File: src/hdl/bb3_pkg.sv
// shared types, constants and a helper function of the 3x3 box blur core
package bb3_pkg;

    // image geometry limits
    localparam int MAX_WIDTH  = 1024;
    localparam int MAX_HEIGHT = 4096;

    // widths of the configuration registers
    localparam int WIDTH_W  = 11;
    localparam int HEIGHT_W = 13;

    // counter widths
    localparam int COL_W  = $clog2(MAX_WIDTH);
    localparam int ROW_W  = $clog2(MAX_HEIGHT + 2);
    localparam int EROW_W = $clog2(MAX_HEIGHT);

    // register reset values
    localparam logic [WIDTH_W-1:0]  WIDTH_RESET  = WIDTH_W'(MAX_WIDTH);
    localparam logic [HEIGHT_W-1:0] HEIGHT_RESET = HEIGHT_W'(1);

    // configuration address map
    localparam int ADDR_W = 3;
    localparam int DATA_W = 32;
    localparam logic REG_WIDTH  = 1'b0;
    localparam logic REG_HEIGHT = 1'b1;

    // request types
    localparam logic REQ_PIXEL = 1'b0;
    localparam logic REQ_DRAIN = 1'b1;

    // window queue and result queue sizes
    localparam int QDEPTH = 4;
    localparam int QPTR_W = $clog2(QDEPTH);
    localparam int QCNT_W = $clog2(QDEPTH + 1);
    localparam int ODEPTH = 4;
    localparam int OPTR_W = $clog2(ODEPTH);
    localparam int OCNT_W = $clog2(ODEPTH + 1);

    // arithmetic widths of the mean
    localparam int SUM_W   = 12;
    localparam int NUM_W   = 13;
    localparam int RECIP_W = 16;
    localparam int RECIP_SHIFT = 16;
    localparam int PROD_W  = NUM_W + RECIP_W;

    typedef struct packed {
        logic [7:0] red;
        logic [7:0] green;
        logic [7:0] blue;
    } t_pixel;

    // one finished window with its border flags
    typedef struct packed {
        t_pixel [8:0] win;
        logic         up_ok;
        logic         dn_ok;
        logic         lf_ok;
        logic         rt_ok;
        logic         last;
    } t_win_entry;

    // geometry and restart request towards the front
    typedef struct packed {
        logic [WIDTH_W-1:0]  width;
        logic [HEIGHT_W-1:0] height;
        logic                restart;
    } t_cfg;

    // reciprocal of 2*count scaled by 2^RECIP_SHIFT, rounded up
    function automatic logic [RECIP_W-1:0] recip(input logic [3:0] cnt);
        logic [RECIP_W-1:0] m;
        case (cnt)
            4'd1:    m = RECIP_W'(32768);
            4'd2:    m = RECIP_W'(16384);
            4'd3:    m = RECIP_W'(10923);
            4'd4:    m = RECIP_W'(8192);
            4'd6:    m = RECIP_W'(5462);
            4'd9:    m = RECIP_W'(3641);
            default: m = '0;
        endcase
        return m;
    endfunction

endpackage

File: src/hdl/bb3_queue.sv
// short queue of finished windows between front and back
module bb3_queue (
    input  logic                       i_clk,
    input  logic                       i_rst_n,
    input  logic                       i_push,
    input  bb3_pkg::t_win_entry        i_entry,
    input  logic                       i_pop,
    output bb3_pkg::t_win_entry        o_entry,
    output logic                       o_empty,
    output logic [bb3_pkg::QCNT_W-1:0] o_count
);

    bb3_pkg::t_win_entry r_data [bb3_pkg::QDEPTH];
    logic [bb3_pkg::QPTR_W-1:0] r_wr_ptr, r_rd_ptr;
    logic [bb3_pkg::QCNT_W-1:0] r_count;
    logic do_pop;

    assign o_empty = r_count == '0;
    assign o_count = r_count;
    assign o_entry = r_data[r_rd_ptr];
    assign do_pop  = i_pop && !o_empty;

    // pointers and fill level
    always_ff @(posedge i_clk) begin
        if (!i_rst_n) begin
            r_wr_ptr <= '0;
            r_rd_ptr <= '0;
            r_count  <= '0;
        end else begin
            if (i_push) begin
                r_wr_ptr <= r_wr_ptr + bb3_pkg::QPTR_W'(1);
            end
            if (do_pop) begin
                r_rd_ptr <= r_rd_ptr + bb3_pkg::QPTR_W'(1);
            end
            r_count <= r_count + bb3_pkg::QCNT_W'(i_push) - bb3_pkg::QCNT_W'(do_pop);
        end
    end

    // entry storage
    always_ff @(posedge i_clk) begin
        if (i_push) begin
            r_data[r_wr_ptr] <= i_entry;
        end
    end

endmodule

File: config.mk
export PLATFORM = sky130hd
export DESIGN_NAME = bb3_queue
export DESIGN_NICKNAME = d
export VERILOG_FILES = /design/src/hdl/bb3_pkg.sv /design/src/hdl/bb3_queue.sv
export SDC_FILE = /design/constraint.sdc
export NUM_CORES = 1
export LEC_CHECK = 0
export BUFFER_PORTS_ARGS = -buffer_cell sky130_fd_sc_hd__buf_2
export CELL_PAD_IN_SITES_DETAIL_PLACEMENT = 1
export CELL_PAD_IN_SITES_GLOBAL_PLACEMENT = 1
export CORE_MARGIN = 2
export CORE_UTILIZATION = 54
export CTS_CLUSTER_SIZE = 8
export DETAILED_ROUTE_END_ITERATION = 8
export PLACE_DENSITY_LB_ADDON = 0.1
export SYNTH_ARGS = -nofsm -noshare
export SYNTH_HDL_FRONTEND = slang
export SYNTH_SLANG_ARGS = --single-unit
File: constraint.sdc
create_clock -name i_clk -period 19.69 [get_ports i_clk]
set_input_delay 4.9225 -clock i_clk [delete_from_list [all_inputs] [get_ports i_clk]]
set_output_delay 4.9225 -clock i_clk [all_outputs]
set_load 0.02 [all_outputs]
After elaboration in Yosys (flattened, before gate mapping) --
Memories as Yosys holds them, arrays and structs flattened. A register that Yosys moved wholly into a read port is not among the register bits. Cells that the tools add are included. Widths: inputs -> output; s select.
Word-level totals: register bits after elaboration 7, RAM bits 884, input port bits 225, output and inout bits 225, logic and storage cells 15, memories kept 1
Memory list:
- r_data | words 4, bits a word 221, read ports 1, clocked after Yosys merged registers in 1, wr ports 1, line bb3_queue.sv:13 | bb3_pkg::t_win_entry r_data [bb3_pkg::QDEPTH];
Operators by class: add/subtract/negate cells 4, multiplexer cells 4, reduce and logical (&&, ||, !) cells 3
Operator list (number):
- $add 2x1->2 const B | 2
- $mux 2 | 2
- $add 3x1->3 | 1
- $logic_not 3->1 | 1
- $sub 3x1->3 | 1
- $mux 1 | 2
- $logic_and 1x1->1 | 1
- $logic_not 1->1 | 1

Depth between registers and ports, before layout --
depth after elaboration 5, mapped depth 8

Worst setup path before layout --
No wires, ideal clock.
kind input -> register, start input i_push, end memory r_data[0][0] in the netlist's numbering, enable pin, setup time 608 ps, arrival 9928 ps, path slack 9154 ps, stages on the path 1, buffers on the path 0, cell sequence and2_1
Between the ends: cells in the longest elaborated chain, start to end 2
RTL lines:
- start, declared | line bb3_queue.sv:5 | input logic i_push,
- $mux 1 | line bb3_queue.sv:42 | if (i_push) begin
- $mux 1 (not written as such) | line bb3_queue.sv:43 | r_data[r_wr_ptr] <= i_entry;
- end, declared | line bb3_queue.sv:13
No other way between the ends.

==> impl_metrics.yaml <==
critical_path:
  worstPathRequired_ps: 14770
  cp-start-kind: "flip-flop"
  crit_fanout: 103
  path_class: "reg2out"
  cp-end-kind: "output pin"
  cp.arrival_ps: 3990
placement:
  dpl.hpwl_mm: 43.1
  post-place-ws_ps: 11280
  port_buffers: 449
  placed_area_sq_um: 35400
  gp_congestion: 0.731
route:
  wl_met3_mm: 5.29
  avgRoutedWirePerCell_microns: 27.9
  drcViolationCount: 0
  wirelength_met1_mm: 27.4
  highest_layer: "met5"
  vias: 14744
  met2_length_mm: 36.8
  dr.pass1.iters: 4
  antenna_left: 0
  via_per_inst: 5.79
  drt-initial-drc-count: 946
  drt-total-wl_mm: 71.1
sta:
  fin_skew_ps: 13.9
  setup_ws_ps: 10770
  whs_ps: 503
  slew_headroom_pct: 29.3
  min_period_over_period_pct: 45.3
  drv_slew: 0
  setup_viol: 0
  worst_pin_slew_ps: 1060
  fin_tns_setup_ps: 0
  fin_crit_ps: 8920
  hold_viol: 0
  fmax_mhz: 112
  grt_setup_unrepaired: "no"
logic_synthesis:
  yosysSeqAreaShare_pct: 82.1
  synthArstFlopShare_pct: 0
  synthFlopType: "edfxtp_1"
  syn_nets: 1430
  synth_cells: 1198
  synth.avg_cell_area_sq_um: 27.2
  ys_types: 21
  synth_edf_count: 884
  yosys_warnings: 0
  ys_ff_latch: 893
  mappedNetlistArea_sq_um: 32600
die:
  dieArea_sq_um: 62300
  ioPinCount: 450
  start_util_pct: 54.3
  fp.dieW_microns: 250
  die_h_microns: 250
  design.core.area_sq_um: 60000
  fp-row-count: 90
final_layout:
  final_core_util_pct: 64.3
  drive_gt1_share_pct: 46.8
  stdcell_area_sq_um: 38600
  syn_to_final_growth_pct: 18.5
  finalNetCount: 1970
grt:
  grt_pass1_wl_mm: 106
  grt_usage_pct: 23.3
  globalRoute.totalOverflow: 0
  grt_pass1_vias: 16234
  grt_max_degree: 104
  antenna_found_initial: 21
power_and_ir_drop:
  clkPwrFrac_pct: 36.4
  powerDensity_nw_per_um2: 128
  internal_power_mw: 3.66
  combPwrFrac_pct: 18.1
  power_switching_mw: 1.27
  leakagePower_nw: 12.9
  switching_share_pct: 25.7
  peakVddDrop_mv: 0.102
  seq_power_share_pct: 45.5
clock_tree:
  insertion_delay_ps: 650
  htree_levels: 3
  cts_buffer_depth: 3
  cts_num_sinks: 893
  cts_buffers: 121
  post_cts_resized: 0
  cts_root_buf: "clkbuf_16"
  cts_tree: "yes"
  post_cts_buffers: 0
  cts.hold.buffers_added: 0
  cts.clk_slew.worst_paths_ps: 50
flow_run:
  maxCapViolCount: 0
min_path:
  hp-class: "reg2reg"
run_status:
  status: "finished, final reports clean"
==> cells in the mapped netlist (all sizes together) (2+ instances only) <==
| master | n | share of area [%] |
|---|---|---|
| nand2b | 2 | 0.038 |
| dfxtp | 9 | 0.55 |
| nor2b | 3 | 0.058 |
| nand2 | 2 | 0.023 |
| mux2i | 4 | 0.12 |
| and2 | 6 | 0.12 |
| mux4 | 221 | 15 |
| inv | 5 | 0.058 |
| buf | 46 | 1.7 |
| ha | 6 | 0.23 |
| clkbuf | 4 | 0.046 |
| edfxtp | 884 | 82 |
==> kinds of logic (layout without fill, tap and decap cells) <==
| kind of cell | after synthesis | in the layout | share of synthesized area (%) |
|---|---|---|---|
| AND/OR/NAND/NOR | 14 | 14 | 0.250 |
| buffers and inverters | 55 | 612 | 1.82 |
| AO/OA/AOI/OAI | 2 | 2 | 0.0538 |
| other | 0 | 11 | 0 |
| XOR/XNOR | 2 | 2 | 0.0961 |
| flip-flops | 893 | 893 | 82.1 |
| multiplexers | 225 | 225 | 15.4 |
| adder cells (fa/ha/maj) | 7 | 7 | 0.292 |
==> through the flow <==
step	total power [mW]	instances
2_1_floorplan	2.95	1198
3_5_place_dp	3.19	2397
6_report	4.93	2548
3_3_place_gp	3.17	2397
5_1_grt	5.10	2543
4_1_cts	4.99	2537
==> flip-flops by register name, summed over array words and instances (netlist names), named ones only <==
name,count
r_rd_ptr,2
r_data,884
r_wr_ptr,2
o_count,3
==> worst max-delay path, stage by stage (launching register included) <==
cell and delay (ps):
dfxtp_4 880, buf_4 770, buf_12 660, mux4_2 630, buf_2 180
==> layer usage <==
metal  GRT usage, %  vias up
met4           7.35       22
met5              0        -
met1           29.9     7831
met2           38.9      507
li1               -     6259
met3           6.75      125
==> cell type report <==
cell class                 instances  area, sq um
sequential                       893        26700
clock buffer                     137         3150
inverter                           5         18.8
clock inverter                     3         30.0
antenna                           11         27.5
timing repair buffer             467         2390
tap                              782          978
fill                            4805        21400
multi-input combinational        250         5250
==> final timing paths <==
check,slack (ps),depth (start not counted),start,end
setup / recovery,10770,4,flip-flop,o_entry[198]
hold / removal,500,2,r_rd_ptr[1],flip-flop
setup reg to reg,16190,5,r_wr_ptr[0],r_data[0][41]
hold reg to reg,500,2,r_rd_ptr[1],flip-flop
==> cells in the final DEF (no fill, tap or decap) <==
cell type,n
edfxtp_1,884
buf_2,449
mux4_2,221
clkbuf_16,124
buf_4,17
clkbuf_1,13
diode_2,11
dfxtp_1,7
ha_1,6
inv_1,5
and2_4,4
mux2i_1,4
nor2b_1,3
and2_1,2
nand2_1,2
nand2b_1,2
dfxtp_4,2
o31a_1,1
nor3_1,1
xor2_1,1
o311ai_0,1
xnor3_1,1
fa_1,1
clkinv_2,1
inv_6,1
clkinv_8,1
buf_12,1
==> power groups by stage <==
stage | registers [mW] | logic, mW | clock network (mW)
floorplan | 2.27 | 0.683 | 0
global placement | 2.27 | 0.899 | 0
detailed placement | 2.28 | 0.906 | 0
CTS | 2.25 | 0.912 | 1.83
global route | 2.25 | 0.946 | 1.90
finish | 2.25 | 0.892 | 1.79
(Power assumes the default switching activity.)
