File: src/hdl/bb3_pkg.sv
// shared types, constants and a helper function of the 3x3 box blur core
package bb3_pkg;

    // image geometry limits
    localparam int MAX_WIDTH  = 1024;
    localparam int MAX_HEIGHT = 4096;

    // widths of the configuration registers
    localparam int WIDTH_W  = 11;
    localparam int HEIGHT_W = 13;

    // counter widths
    localparam int COL_W  = $clog2(MAX_WIDTH);
    localparam int ROW_W  = $clog2(MAX_HEIGHT + 2);
    localparam int EROW_W = $clog2(MAX_HEIGHT);

    // register reset values
    localparam logic [WIDTH_W-1:0]  WIDTH_RESET  = WIDTH_W'(MAX_WIDTH);
    localparam logic [HEIGHT_W-1:0] HEIGHT_RESET = HEIGHT_W'(1);

    // configuration address map
    localparam int ADDR_W = 3;
    localparam int DATA_W = 32;
    localparam logic REG_WIDTH  = 1'b0;
    localparam logic REG_HEIGHT = 1'b1;

    // request types
    localparam logic REQ_PIXEL = 1'b0;
    localparam logic REQ_DRAIN = 1'b1;

    // window queue and result queue sizes
    localparam int QDEPTH = 4;
    localparam int QPTR_W = $clog2(QDEPTH);
    localparam int QCNT_W = $clog2(QDEPTH + 1);
    localparam int ODEPTH = 4;
    localparam int OPTR_W = $clog2(ODEPTH);
    localparam int OCNT_W = $clog2(ODEPTH + 1);

    // arithmetic widths of the mean
    localparam int SUM_W   = 12;
    localparam int NUM_W   = 13;
    localparam int RECIP_W = 16;
    localparam int RECIP_SHIFT = 16;
    localparam int PROD_W  = NUM_W + RECIP_W;

    typedef struct packed {
        logic [7:0] red;
        logic [7:0] green;
        logic [7:0] blue;
    } t_pixel;

    // one finished window with its border flags
    typedef struct packed {
        t_pixel [8:0] win;
        logic         up_ok;
        logic         dn_ok;
        logic         lf_ok;
        logic         rt_ok;
        logic         last;
    } t_win_entry;

    // geometry and restart request towards the front
    typedef struct packed {
        logic [WIDTH_W-1:0]  width;
        logic [HEIGHT_W-1:0] height;
        logic                restart;
    } t_cfg;

    // reciprocal of 2*count scaled by 2^RECIP_SHIFT, rounded up
    function automatic logic [RECIP_W-1:0] recip(input logic [3:0] cnt);
        logic [RECIP_W-1:0] m;
        case (cnt)
            4'd1:    m = RECIP_W'(32768);
            4'd2:    m = RECIP_W'(16384);
            4'd3:    m = RECIP_W'(10923);
            4'd4:    m = RECIP_W'(8192);
            4'd6:    m = RECIP_W'(5462);
            4'd9:    m = RECIP_W'(3641);
            default: m = '0;
        endcase
        return m;
    endfunction

endpackage

File: src/hdl/bb3_back.sv
// back part: masked window sums, rounded mean by reciprocal, result queue
module bb3_back (
    input  logic                i_clk,
    input  logic                i_rst_n,
    input  bb3_pkg::t_win_entry i_q_entry,
    input  logic                i_q_empty,
    output logic                o_q_pop,
    input  logic                i_pop,
    output logic                o_empty,
    output logic [7:0]          o_red,
    output logic [7:0]          o_green,
    output logic [7:0]          o_blue,
    output logic                o_last
);

    logic [8:0] ok;
    logic [2:0] row_ok, col_ok;
    logic [1:0] nr, nc;
    logic [3:0] cnt;
    logic [bb3_pkg::SUM_W-1:0] sum [3];
    logic [bb3_pkg::NUM_W-1:0] num [3];

    logic r_c_valid, r_d_valid;
    logic r_c_last, r_d_last;
    logic [bb3_pkg::NUM_W-1:0]   r_c_num [3];
    logic [bb3_pkg::RECIP_W-1:0] r_c_recip;
    logic [bb3_pkg::PROD_W-1:0]  r_d_prod [3];

    logic [24:0] r_out [bb3_pkg::ODEPTH];
    logic [bb3_pkg::OPTR_W-1:0] r_wr_ptr, r_rd_ptr;
    logic [bb3_pkg::OCNT_W-1:0] r_count;
    logic [bb3_pkg::OCNT_W-1:0] inflight;
    logic [24:0] head;
    logic do_pop;

    // issue only when the result queue has room for all windows in flight
    assign inflight = r_count + bb3_pkg::OCNT_W'(r_c_valid) + bb3_pkg::OCNT_W'(r_d_valid);
    assign o_q_pop  = !i_q_empty && (inflight < bb3_pkg::OCNT_W'(bb3_pkg::ODEPTH));

    // neighbors inside the image and their count
    assign row_ok = {i_q_entry.dn_ok, 1'b1, i_q_entry.up_ok};
    assign col_ok = {i_q_entry.rt_ok, 1'b1, i_q_entry.lf_ok};
    assign nr  = 2'd1 + 2'(i_q_entry.up_ok) + 2'(i_q_entry.dn_ok);
    assign nc  = 2'd1 + 2'(i_q_entry.lf_ok) + 2'(i_q_entry.rt_ok);
    assign cnt = 4'(nr) * 4'(nc);

    // per channel masked sum, then 2*sum + count
    always_comb begin
        for (int r = 0; r < 3; r++) begin
            for (int c = 0; c < 3; c++) begin
                ok[r*3 + c] = row_ok[r] && col_ok[c];
            end
        end
        for (int ch = 0; ch < 3; ch++) begin
            sum[ch] = '0;
        end
        for (int k = 0; k < 9; k++) begin
            if (ok[k]) begin
                sum[0] = sum[0] + bb3_pkg::SUM_W'(i_q_entry.win[k].red);
                sum[1] = sum[1] + bb3_pkg::SUM_W'(i_q_entry.win[k].green);
                sum[2] = sum[2] + bb3_pkg::SUM_W'(i_q_entry.win[k].blue);
            end
        end
        for (int ch = 0; ch < 3; ch++) begin
            num[ch] = {sum[ch], 1'b0} + bb3_pkg::NUM_W'(cnt);
        end
    end

    // pipeline valid bits
    always_ff @(posedge i_clk) begin
        if (!i_rst_n) begin
            r_c_valid <= 1'b0;
            r_d_valid <= 1'b0;
        end else begin
            r_c_valid <= o_q_pop;
            r_d_valid <= r_c_valid;
        end
    end

    // sum stage and multiply stage
    always_ff @(posedge i_clk) begin
        if (o_q_pop) begin
            for (int ch = 0; ch < 3; ch++) begin
                r_c_num[ch] <= num[ch];
            end
            r_c_recip <= bb3_pkg::recip(cnt);
            r_c_last  <= i_q_entry.last;
        end
        if (r_c_valid) begin
            for (int ch = 0; ch < 3; ch++) begin
                r_d_prod[ch] <= bb3_pkg::PROD_W'(r_c_num[ch]) *
                                bb3_pkg::PROD_W'(r_c_recip);
            end
            r_d_last <= r_c_last;
        end
    end

    // result queue
    assign do_pop  = i_pop && !o_empty;
    assign o_empty = r_count == '0;
    assign head    = r_out[r_rd_ptr];
    assign o_red   = head[24:17];
    assign o_green = head[16:9];
    assign o_blue  = head[8:1];
    assign o_last  = head[0];

    always_ff @(posedge i_clk) begin
        if (!i_rst_n) begin
            r_wr_ptr <= '0;
            r_rd_ptr <= '0;
            r_count  <= '0;
        end else begin
            if (r_d_valid) begin
                r_wr_ptr <= r_wr_ptr + bb3_pkg::OPTR_W'(1);
            end
            if (do_pop) begin
                r_rd_ptr <= r_rd_ptr + bb3_pkg::OPTR_W'(1);
            end
            r_count <= r_count + bb3_pkg::OCNT_W'(r_d_valid) - bb3_pkg::OCNT_W'(do_pop);
        end
    end

    always_ff @(posedge i_clk) begin
        if (r_d_valid) begin
            r_out[r_wr_ptr] <= {r_d_prod[0][bb3_pkg::RECIP_SHIFT +: 8],
                                r_d_prod[1][bb3_pkg::RECIP_SHIFT +: 8],
                                r_d_prod[2][bb3_pkg::RECIP_SHIFT +: 8],
                                r_d_last};
        end
    end

endmodule

File: config.mk
export PLATFORM = sky130hd
export DESIGN_NAME = bb3_back
export DESIGN_NICKNAME = d
export VERILOG_FILES = /design/src/hdl/bb3_pkg.sv /design/src/hdl/bb3_back.sv
export SDC_FILE = /design/constraint.sdc
export NUM_CORES = 2
export LEC_CHECK = 0
export BUFFER_PORTS_ARGS = -buffer_cell sky130_fd_sc_hd__buf_4
export CAP_MARGIN = 20
export CORE_ASPECT_RATIO = 0.5
export CORE_UTILIZATION = 40
export DETAILED_ROUTE_END_ITERATION = 16
export MAX_ROUTING_LAYER = met4
export PLACE_DENSITY = 0.64
export SYNTH_ARGS = -nofsm -noshare
export SYNTH_HDL_FRONTEND = slang
export SYNTH_SLANG_ARGS = --single-unit
File: constraint.sdc
create_clock -name i_clk -period 12.7 [get_ports i_clk]
set_clock_uncertainty 0.15 [all_clocks]
set_input_delay 2.54 -clock i_clk [delete_from_list [all_inputs] [get_ports i_clk]]
set_output_delay 2.54 -clock i_clk [all_outputs]
set_load 0.01 [all_outputs]
After elaboration in Yosys (flattened, before gate mapping)
Memories as Yosys holds them, arrays and structs flattened. A register that Yosys moved wholly into a read port is not among the register bits.
Index checks and enable logic that the tools add are counted.

operators by class
  add/sub/neg operators = 37
  multiply operators = 4
  magnitude comparators = 1
  equal/unequal tests = 6
  mux-type cells = 17
  reductions and logical operators = 9

operators with widths
  operator                                              number
  adder 12 x 8 -> 12 bit                                23
  2-to-1 mux 36 bit                                     7
  one-hot mux 16 bit (6 select lines)                   1
  multiplier 13 x 16 -> 29 bit                          3
  adder 13 x 4 -> 13 bit                                3
  2-to-1 mux 32 bit                                     1
  adder 3 x 1 -> 3 bit                                  3
  adder 8 x 8 -> 9 bit                                  1
  equality test 4 x 2 -> 1 bit (second input constant)  2
  equality test 4 x 3 -> 1 bit (second input constant)  2
  logical AND 1 bit                                     6
  2-to-1 mux 1 bit                                      6
  adder 1 x 1 -> 2 bit (first input constant)           2
  adder 2 x 1 -> 2 bit                                  2
  adder 2 x 1 -> 2 bit (second input constant)          2
  equality test 4 x 1 -> 1 bit (second input constant)  1
  equality test 4 bit (second input constant)           1
  multiplier 2 x 2 -> 4 bit                             1
  2-to-1 mux 2 bit                                      2
  zero test 3 bit                                       1
  less-than comparator 3 bit (second input constant)    1
  subtractor 3 x 1 -> 3 bit                             1
  zero test 1 bit                                       2

word-level totals
  flip-flop bits (word level) = 27
  memory bits (writable) = 226
  bits of input ports = 225
  output and inout bits = 27
  memories = 3

memories
  name      depth  bits a word  read ports  clocked after Yosys merged registers in  wr ports  line            text
  r_out     4      25           1           1                                        1         bb3_back.sv:29  logic [24:0] r_out [bb3_pkg::ODEPTH];
  r_d_prod  3      29           3           0                                        3         bb3_back.sv:27  logic [bb3_pkg::PROD_W-1:0] r_d_prod [3];
  r_c_num   3      13           3           0                                        3         bb3_back.sv:25  logic [bb3_pkg::NUM_W-1:0] r_c_num [3];

Depth between registers and ports, before layout
  word-level depth = 18
  depth in mapped cells = 53
  mapped depth without buffers = 50

Worst setup path before layout
No wires, ideal clock.

  path kind = input -> register
  start = input port i_q_entry[2] in the netlist's numbering
  end = memory r_c_num[0][37] in the netlist's numbering (data pin)
  data arrival time = 11.521 ns
  setup slack = 0.772 ns
  cell stages on the path = 52
  path buffers = 3
  path through = clkbuf_1 > clkbuf_1 > clkbuf_1 > and3_1 > ha_1 > inv_1 > fa_1 > nor2b_1 > nand2b_1 > xor2_1 > nand2_1 > inv_1 > ha_1 > nor2b_1 > o31ai_1 > inv_1 > a211oi_1 > mux2_2 > [16 not listed] > o21ai_0 > a21boi_0 > o31ai_1 > ha_1 > inv_1 > a21oi_1 > nand2b_1 > a21oi_1 > ha_1 > a2111oi_0 > nor3_1 > xor2_1 > nor2_1 > a211o_1 > nor3_1 > maj3_1 > nand2_1 > xnor2_1

RTL lines
  item         line            text
  from (decl)  bb3_back.sv:5   input bb3_pkg::t_win_entry i_q_entry,
  to (decl)    bb3_back.sv:25

==> impl_metrics.py <==
metrics = {
    "critical_path": {
        "cpMaxStageDelayCell": "fa_1",
        "path_buf_inv": 4,
        "required_ps": 12730,
        "worstSetupStartpointType": "input pin",
        "crit_path_frequent_cell": "ha_1",
        "crit_type": "in -> reg",
        "cp_max_fo": 30,
        "worst_path_largest_cell_delay_ps": 440,
        "crit_path_end_kind": "flip-flop",
        "crit_arrival_ps": 12040,
        "cp_top_family": "adder cells",
    },
    "cts": {
        "clkSlewWorstSetupHoldPaths_ps": 90,
        "clkLatencyLatePin_ps": 450,
        "hold_buffers": 0,
        "cts.root.buffer_cell": "clkbuf_16",
        "cts_made_buffers": 17,
        "cts_tree": "yes",
        "cts.sinks": 182,
        "htreeDepth": 4,
        "clockBufferDepth": 2,
    },
    "global_routing": {
        "grt_use_total_pct": 20.8,
        "grt_max_degree": 49,
        "antenna_found_initial": 13,
        "grt_first_pass_wirelength_mm": 131,
        "overflow": 0,
        "grt_pass1_vias": 25100,
    },
    "synthesis": {
        "synth_top_flop_cell": "edfxtp_1",
        "ys_top_cells_by_area": "fa_1, edfxtp_1, ha_1, inv_1, and2_1",
        "syn_area_um2": 32200,
        "synth_top_cell_area_share_pct": 26.4,
        "synthTopCellsByCount": "inv_1, fa_1, ha_1",
        "async_reset_ff_share_pct": 0,
        "yosysWarnings": 0,
        "synth.most_common_cell": "inv_1",
        "synth_edf_count": 171,
        "synth-seq-area-share_pct": 16.6,
        "yosys_register_bits": 182,
        "postSynthCellCount": 3387,
        "synth_nets": 4399,
        "synth.largest_area_cell": "fa_1",
        "syn-mean-instance-area_um2": 9.50,
        "yosysUniqueCellTypes": 82,
    },
    "routing": {
        "dr.pass1.iters": 6,
        "routed_wl_mm": 81.5,
        "ant_nets": 0,
        "drt-vias-per-instance": 5.08,
        "drc": 0,
        "drt_iter0_markers": 1129,
        "vias": 23900,
        "wl_per_cell_um": 17.3,
    },
    "cells_and_area": {
        "stdcell_count": 4713,
        "num-fill-cells": 7522,
        "fin_nets": 4612,
        "area_growth_pct": 11.8,
        "drive_above_1_share_pct": 10.7,
    },
    "floorplanning": {
        "num_rows": 73,
        "initial_utilization_pct": 40.5,
        "pin_count": 252,
        "core_area_um2": 79600,
        "fp.dieW_um": 403,
        "die_y_um": 203,
        "die_area_um2": 81700,
    },
    "placed_design": {
        "placed_cells": 4668,
        "dp_hpwl_mm": 69.2,
        "port_buffers": 251,
        "place.gp.congestion": 0.937,
    },
    "sta": {
        "max_freq_mhz": 83.3,
        "fin_tns_setup_ps": 0,
        "setup_viol": 0,
        "rsz0062_at_grt": "no",
        "tightestPinTransition_ps": 984,
        "min_period_over_period_pct": 94.5,
        "fin_crit_ps": 12010,
        "slew_viol_final": 0,
        "hold_viol": 0,
        "max_slew_margin_pct": 34.4,
    },
    "min_path": {
        "min_path_type": "reg -> reg",
    },
    "outcome": {
        "status": "finished, final reports clean",
    },
    "job": {
        "drv_cap": 0,
    },
}
what timing repair did:
action,4_1_cts,5_1_grt
setup endpoints to repair,0,4
buffers inserted,0,0
gates resized for setup,0,3
layout make-up:
cell class / count / area, um2 / area share (%)
Timing Repair Buffer: 275 / 2070 / 5.75
Tap cell: 1087 / 1360 / 3.78
Inverter: 583 / 2190 / 6.08
Antenna cell: 13 / 32.5 / 0.0904
Multi-Input combinational cell: 2541 / 24400 / 67.7
Sequential cell: 182 / 5360 / 14.9
Clock inverter: 15 / 183 / 0.508
Clock buffer: 17 / 425 / 1.18
cells in the final DEF, fill, tap and decap left out, types with 13 or more instances in the layout:
master and n:
nand3_1 31, fa_1 424, o21a_1 43, mux2_2 16, o21bai_1 13, or3_1 14, a21oi_1 158, buf_4 274
and3_1 43, o31a_1 13, ha_1 363, clkbuf_16 17, nor2_1 187, a21boi_0 16, xnor2_1 123, nor2b_1 47
diode_2 13, and2_1 211, mux2i_1 32, o21ai_0 132, nand2b_1 29, inv_1 582, xor2_1 71, edfxtp_1 171
a21o_1 62, mux4_2 26, o31ai_1 23, a211oi_1 36, nor3_1 43, nand2_1 219
sequential cells by signal (all words and copies together) (netlist names), named ones only:
name and count:
r_d_last 1, r_wr_ptr 2, r_count 3, r_out 100, r_c_last 1, r_c_num 37, r_c_valid 1, r_c_recip 8
r_d_prod 24, r_rd_ptr 2, r_d_valid 1
metal layers:
metal  up-vias  part of all wire, %  GRT usage [%]
met4         0                  2.1           6.11
met2       458                   48           35.0
li1      11700                    -              -
met5         -                    0              -
met3        82                  4.2           2.91
met1     11700                   45           26.2
path summary, 6_finish.rpt:
kind,startpoint,to,slack (ps),cells after the start
worst min-delay path,r_c_last$_DFFE_PP_,r_d_last$_DFFE_PP_,300,0
worst max register to register,r_c_recip[11]$_DFFE_PP_,r_d_prod[0][81]$_DFFE_PP_,6040,19
worst max-delay path,i_q_entry[4],r_c_num[0][24]$_DFFE_PP_,690,49
worst min register to register,r_c_last$_DFFE_PP_,r_d_last$_DFFE_PP_,300,0
cells by family (layout without fill, tap and decap cells):
kind of cell	after synthesis	after routing	share of synthesized area, %
AOI/OAI and AO/OA	602	602	12.3
xor gates and xnor gates	201	201	5.65
adders and majority gates	791	791	40.6
buffers and inverters	664	890	7.75
DFF	182	182	16.6
muxes	74	74	3.37
other	0	13	0
and+or+nand+nor	873	873	13.7
metrics by stage:
stage               area [um2]  setup WS, ps  hold slack (ps)  util (%)
floorplan                32200           772              250         -
global placement         35300           570              253      44.4
detailed placement       35300           218              267      44.4
CTS                      35900           669              313      45.2
global route             36000          5.76              330      45.2
finish                   36000           693              303      45.2
worst register-to-register path, cell delays in order (launching register included):
cell and delay [ps]:
edfxtp_1 320, buf_4 380, and2_1 380, fa_1 490, fa_1 530, fa_1 540
inv_1 60, fa_1 530, inv_1 50, fa_1 430, ha_1 300, a21oi_1 130
nor2b_1 60, a2111oi_0 490, o21ai_0 160, a41o_1 280, o41ai_1 580, o2111ai_1 260
a21oi_1 220, xnor2_1 90
Power is not shown: default switching activity piles up to over one toggle a cycle in this logic, so the estimate is an artifact.
